--- config.mk ---
export PLATFORM = sky130hd
export DESIGN_NAME = cnd_lane
export DESIGN_NICKNAME = d
export VERILOG_FILES = /design/src/categorical_nesting_detector_core_assert.svh /design/src/cnd_pkg.sv /design/src/cnd_lane.sv
export SDC_FILE = /design/constraint.sdc
export NUM_CORES = 1
export LEC_CHECK = 0
export BUFFER_PORTS_ARGS = -buffer_cell sky130_fd_sc_hd__buf_2
export CORE_ASPECT_RATIO = 1.1
export CORE_MARGIN = 3
export CORE_UTILIZATION = 35
export CTS_CLUSTER_SIZE = 12
export DETAILED_ROUTE_END_ITERATION = 6
export PLACE_DENSITY_LB_ADDON = 0.3
export SKIP_LAST_GASP = 1
export SLEW_MARGIN = 40
export SYNTH_ARGS = -nofsm -noshare
export SYNTH_HDL_FRONTEND = slang
export SYNTH_SLANG_ARGS = --single-unit
--- constraint.sdc ---
create_clock -name clk -period 4.56 [get_ports clk]
set_input_delay 0.228 -clock clk [delete_from_list [all_inputs] [get_ports clk]]
set_output_delay 0.228 -clock clk [all_outputs]
set_load 0.01 [all_outputs]
--- src/categorical_nesting_detector_core_assert.svh ---
// Assertion macros for the nesting detector.
// Uses clk and arst_n of the module that includes this file.
`ifndef CATEGORICAL_NESTING_DETECTOR_CORE_ASSERT_SVH
`define CATEGORICAL_NESTING_DETECTOR_CORE_ASSERT_SVH
// same-cycle implication
`define CND_ASSERT_IMP(lbl, ante, cons) \
	lbl: assert property (@(posedge clk) disable iff (!arst_n) (ante) |-> (cons)) \
		else $error("nesting detector check failed");
// next-cycle implication
`define CND_ASSERT_NXT(lbl, ante, cons) \
	lbl: assert property (@(posedge clk) disable iff (!arst_n) (ante) |=> (cons)) \
		else $error("nesting detector check failed");
`endif

--- src/cnd_pkg.sv ---
`timescale 1ns / 1ps
// Shared sizes, codes, lane types and helpers of the nesting detector.
// No dependencies.
package cnd_pkg;
	localparam int NCOL  = 8;
	localparam int NLVL  = 16;
	localparam int NPAIR = (NCOL * (NCOL - 1)) / 2;
	localparam int CW    = $clog2(NLVL);
	localparam int KW    = $clog2(NLVL) + 1;
	localparam int CIW   = $clog2(NCOL);
	localparam int PW    = $clog2(NPAIR);

	localparam logic [1:0] ST_NESTED  = 2'd0;
	localparam logic [1:0] ST_NONE    = 2'd1;
	localparam logic [1:0] ST_MISSING = 2'd2;
	localparam logic [1:0] ST_CODE    = 2'd3;

	localparam logic [1:0] REG_COLUMN_COUNT  = 2'd0;
	localparam logic [1:0] REG_LEVEL_COUNTS  = 2'd1;
	localparam logic [1:0] REG_COLUMN_OFFSET = 2'd2;

	typedef struct packed {
		logic          used;
		logic          we;
		logic          seen;
		logic [CW-1:0] code_f;
		logic [CW-1:0] code_c;
		logic [KW-1:0] kf;
		logic [KW-1:0] kc;
	} lane_ctl_t;

	typedef struct packed {
		logic               ok;
		logic [NLVL*CW-1:0] map;
	} lane_res_t;

	function automatic int pair_lo(input int p);
		int q;
		int r;
		q = 0;
		r = 0;
		for (int i = 0; i < NCOL; i++)
			for (int j = i + 1; j < NCOL; j++) begin
				if (q == p) r = i;
				q++;
			end
		return r;
	endfunction

	function automatic int pair_hi(input int p);
		int q;
		int r;
		q = 0;
		r = 0;
		for (int i = 0; i < NCOL; i++)
			for (int j = i + 1; j < NCOL; j++) begin
				if (q == p) r = j;
				q++;
			end
		return r;
	endfunction

	function automatic logic [KW-1:0] sat_levels(input logic [4:0] v);
		logic [KW-1:0] r;
		if (v == 5'd0) r = KW'(1);
		else if (32'(v) > NLVL) r = KW'(NLVL);
		else r = KW'(v);
		return r;
	endfunction
endpackage

--- src/cnd_lane.sv ---
`timescale 1ns / 1ps
// One column-pair lane: fine-to-coarse level map, conflict flag, nesting test.
// Depends on cnd_pkg.
module cnd_lane (
	input  logic                clk,
	input  logic                arst_n,
	input  cnd_pkg::lane_ctl_t  ctl,
	input  logic                clear,
	output cnd_pkg::lane_res_t  res
);
	logic [cnd_pkg::CW-1:0]   map_q [cnd_pkg::NLVL];
	logic                     conflict_q;
	logic [cnd_pkg::NLVL-1:0] covered;
	logic [cnd_pkg::NLVL-1:0] cmask;

	always_ff @(posedge clk) begin
		if (ctl.we && !ctl.seen) map_q[ctl.code_f] <= ctl.code_c;
	end

	always_ff @(posedge clk or negedge arst_n) begin
		if (!arst_n) conflict_q <= 1'b0;
		else if (clear) conflict_q <= 1'b0;
		else if (ctl.we && ctl.seen && map_q[ctl.code_f] != ctl.code_c) conflict_q <= 1'b1;
	end

	always_comb begin
		covered = '0;
		cmask   = '0;
		res.map = '0;
		for (int k = 0; k < cnd_pkg::NLVL; k++) begin
			if (cnd_pkg::KW'(k) < ctl.kf) begin
				covered[map_q[k]] = 1'b1;
				res.map[k*cnd_pkg::CW +: cnd_pkg::CW] = map_q[k];
			end
			if (cnd_pkg::KW'(k) < ctl.kc) cmask[k] = 1'b1;
		end
		res.ok = ctl.used && !conflict_q && (covered == cmask);
	end
endmodule

=== Word level (Yosys, flattened, before mapping) ===
Memories as Yosys holds them, arrays and structs flattened.
Index checks and enable logic that the tools add are counted.

* Bits in registers: 1
* Bits in writable memories: 64
* Input port bits: 24
* Output and inout port bits: 65
* Logic and storage cells: 191
* Memories: 1

{| class="wikitable"
|+ Memories
! name !! words !! width !! read ports !! clocked after memory_dff !! wr ports !! line !! RTL
|-
| map_q || 16 || 4 || 17 || 0 || 1 || cnd_lane.sv:11 || <nowiki>logic [cnd_pkg::CW-1:0] map_q [cnd_pkg::NLVL];</nowiki>
|}

* Order comparisons: 64
* Equal/unequal tests: 2
* Muxes and demuxes: 84
* Bitwise gates (word level): 15
* Reductions and logical operators: 24

{| class="wikitable"
|+ Operators by type and width
! kind !! number
|-
| 2-to-1 mux 16 bit || 16
|-
| bitwise OR 16 bit || 15
|-
| < comparator 4 x 5 -> 1 bit, first input constant || 16
|-
| < comparator 4 x 5 -> 1 bit, second input constant || 16
|-
| demux 1 bit (select 4 bit) || 16
|-
| greater-or-equal comparator 4 x 1 -> 1 bit, second input constant || 16
|-
| 2-to-1 mux 4 bit || 16
|-
| < comparator 3 x 5 -> 1 bit, first input constant || 8
|-
| 2-to-1 mux 1 bit || 36
|-
| logical AND 1 bit || 21
|-
| < comparator 1 x 5 -> 1 bit, first input constant || 4
|-
| < comparator 2 x 5 -> 1 bit, first input constant || 4
|-
| == test 16 bit || 1
|-
| inequality test 4 bit || 1
|-
| logical NOT 1 bit || 2
|-
| nonzero test 2 bit || 1
|}

=== Depth between registers and ports, before layout ===
* Depth after elaboration: 37
* Gate-level depth with buffers: 12

=== Worst setup path before layout ===
Ideal clock, no wire load.

* Path kind: input to output
* Start: input ctl[8] (netlist name)
* End: output res[64] (netlist name)
* Arrival: 2859 ps
* Required time: 4332 ps
* Setup slack: 1473 ps
* Cell stages on the path: 10
* Cells stage by stage: buf_6 -> or2_1 -> buf_6 -> o211ai_4 -> o22ai_1 -> or4_4 -> or4b_4 -> a2111oi_4 -> o32ai_1 -> nor4_2

{| class="wikitable"
|+ RTL lines
! element !! line !! RTL
|-
| from (decl) || cnd_lane.sv:7 || <nowiki>input cnd_pkg::lane_ctl_t ctl,</nowiki>
|-
| to (decl) || cnd_lane.sv:9 || <nowiki>output cnd_pkg::lane_res_t res</nowiki>
|}

==> results.toml <==
[clock_network]
cts_made_buffers = 9
clock_sinks = 65
postCtsSetupRepairBufs = 0
cts-resized-gates = 0
cts-root-buf = "clkbuf_16"
clk_latency_ns = 0.33
cts_tree = "built"
htree_levels = 3
cts_buffer_depth = 2
clk_pin_slew_worst_paths_ns = 0.05

[final_layout]
drive_above_1_share_pct = 19.9
final_area_sq_mm = 0.00740
fin_cells = 1054
multi_input_area_sq_mm = 0.00429
final_nets = 836
n_fill_cell = 1840
regArea_sq_mm = 0.00195
diodes = 0
syn_to_final_growth_pct = 13.5

[synth]
yosys.cell_count.top_type = "nor2_1"
synth_cells = 760
synth.net_count = 784
synth-edff-count = 64
synth_cell_type_count = 77
synth_top_area_share_pct = 29.5
synth_largest_area_cell = "edfxtp_1"
synthTopCellsByArea = "edfxtp_1, mux4_2, and2_1"
synthFlopType = "edfxtp_1"
async_flop_share_pct = 1.54
synth_area_sq_mm = 0.00652
yosys_warnings = 0
synth_seq_cells = 65
yosysSeqAreaShare_pct = 29.9
yosys-top-cells-count = "nor2_1, edfxtp_1, and2_1, nor3_1, nand2_1"
avgSynthCellArea_sq_um = 8.58

[pwr]
ir_drop_mv = 0.419
p_leak_nw = 2.50
power.density_mw_per_mm2 = 218

[critical_path]
start_kind = "flip-flop"
cp.required_ns = 4.33
crit_fanout = 9
endpoint_kind = "output pin"
cp.arrival_ns = 3.66
worstSetupPathType = "reg -> out"

[floorplan]
die_w_um = 136
die_area_sq_mm = 0.0203
initial_core_util_pct = 36.2
coreArea_sq_mm = 0.0180
die_h_um = 149
ios = 89
row_count = 51

[grt]
grt_max_degree = 40
grt_pass1_vias = 6696
grt_overflow = 0
grt_pass1_wl_um = 41700
grt_usage_pct = 27.5
grt_antenna_before_repair = 0

[route]
route.detailed.drc = 0
drt_pass1_iterations = 5
drt_iter0_drc = 1115
vias = 7145
antenna_left = 0
wl_um = 28400
wire_per_inst_um = 26.9
avgViaCountPerCell = 6.78

[timing]
grt_setup_unrepaired = "false"
clock.fmax_ghz = 0.257
whs_ns = 0.0481
maxSlewHeadroom_pct = 44.9
finalHoldViolations = 0
fin_tns_setup_ns = 0
final.setup.worst_slack_ns = 0.668
finalCriticalPeriod_ns = 3.89
min_period_over_period_pct = 85.4
worstMarginPinSlew_ns = 0.815
setup_violations = 0
finalMaxSlewViolations = 0
skew_ns = 0.00556

[placement]
port_buffers = 88
pre_cts_slack_ns = 0.797
dpl_cell_area_sq_mm = 0.00709
place_inst = 1038
hpwl_um = 21900
place.gp.congestion = 1.04

[run]
maxCapViolCount = 0

[outcome]
status = "complete, no violations"

[worst_hold_path]
hp-class = "in -> reg"
## cell type report
class                      count  area share, %
multi-input combinational    623           57.9
sequential                    65           26.3
timing repair buffer         100           7.21
tap                          238           4.03
clock buffer                   9           3.04
clock inverter                 6          0.812
inverter                      13          0.660
## logic make-up after synthesis
family	share of synthesized area, %
XOR/XNOR	0.806
flip-flops	29.9
buffers and inverters	4.66
AO/OA/AOI/OAI	21.7
AND/OR/NAND/NOR	36.1
multiplexers	6.91
## sequential cells by signal (all words and copies together), names as in the netlist
register / cells
map_q: 64
conflict_q: 1
## power breakdown
group	switching (mW)	internal (mW)	leakage (nW)
combinational	0.179	0.106	1.77
clock	0.228	0.416	0.137
sequential	0.0189	0.666	0.590
total	0.426	1.19	2.50
## final timing paths
path                        startpoint          to  slack (ns)  cells past startpoint
hold reg to reg             conflict_q  conflict_q        0.50                      2
setup reg to reg           map_q[9][0]  conflict_q        2.24                      6
setup / recovery           map_q[3][2]     res[64]        0.67                      9
max in group asynchronous       arst_n  conflict_q        4.25                      2
min in group asynchronous       arst_n  conflict_q        0.23                      2
hold / removal                   clear  conflict_q        0.05                      2
## through the flow
stage | util, % | power (mW)
finish | 41.1 | 1.61
global route | 41.1 | 1.68
CTS | 41.0 | 1.62
detailed placement | 39.4 | 0.972
global placement | 39.4 | 0.973
floorplan | - | 0.869
## layout by cell type (no fill, tap or decap), drive strengths merged, types with 5 or more instances in the layout
| cell type | instances |
|---|---|
| nand2b | 29 |
| a21oi | 12 |
| nor3b | 10 |
| o211ai | 15 |
| or4 | 10 |
| nand3 | 30 |
| or2 | 12 |
| and2 | 52 |
| o32ai | 10 |
| nor3 | 43 |
| nor2 | 74 |
| o2111ai | 12 |
| o22ai | 13 |
| a31oi | 12 |
| inv | 13 |
| nand2 | 41 |
| a211oi | 10 |
| and3 | 8 |
| o22a | 5 |
| nor4b | 6 |
| a32oi | 5 |
| nor2b | 38 |
| edfxtp | 64 |
| a2111oi | 13 |
| nand4 | 22 |
| o21ai | 11 |
| buf | 99 |
| xnor2 | 5 |
| or3 | 7 |
| a22oi | 6 |
| nand3b | 8 |
| mux4 | 20 |
| clkbuf | 9 |
| nor4 | 23 |
## what timing repair did
item,4_1_cts,5_1_grt
hold buffers,1,0
endpoints found under the setup margin,0,0
endpoints found under the hold margin,1,0
## per-layer routing
metal	vias up	share of wire [%]	routed length, um	global-route usage (%)
met4	0	6.2	1750	14.7
met5	-	0	0	0
met3	107	9.5	2700	4.93
met1	3451	38	10800	35.1
met2	482	46	13100	44.3
li1	3105	-	-	-
## critical path, cell delays in order (launching register included)
cell and delay, ns:
edfxtp_1 0.62, nand2b_1 0.27, nor3_1 0.08, a2111oi_0 0.61
nand3_1 0.28, or4b_4 0.55, a2111oi_4 0.36, o32ai_1 0.13
nor4_2 0.26, buf_2 0.17
Note: power is estimated with default switching activity, not from simulation.
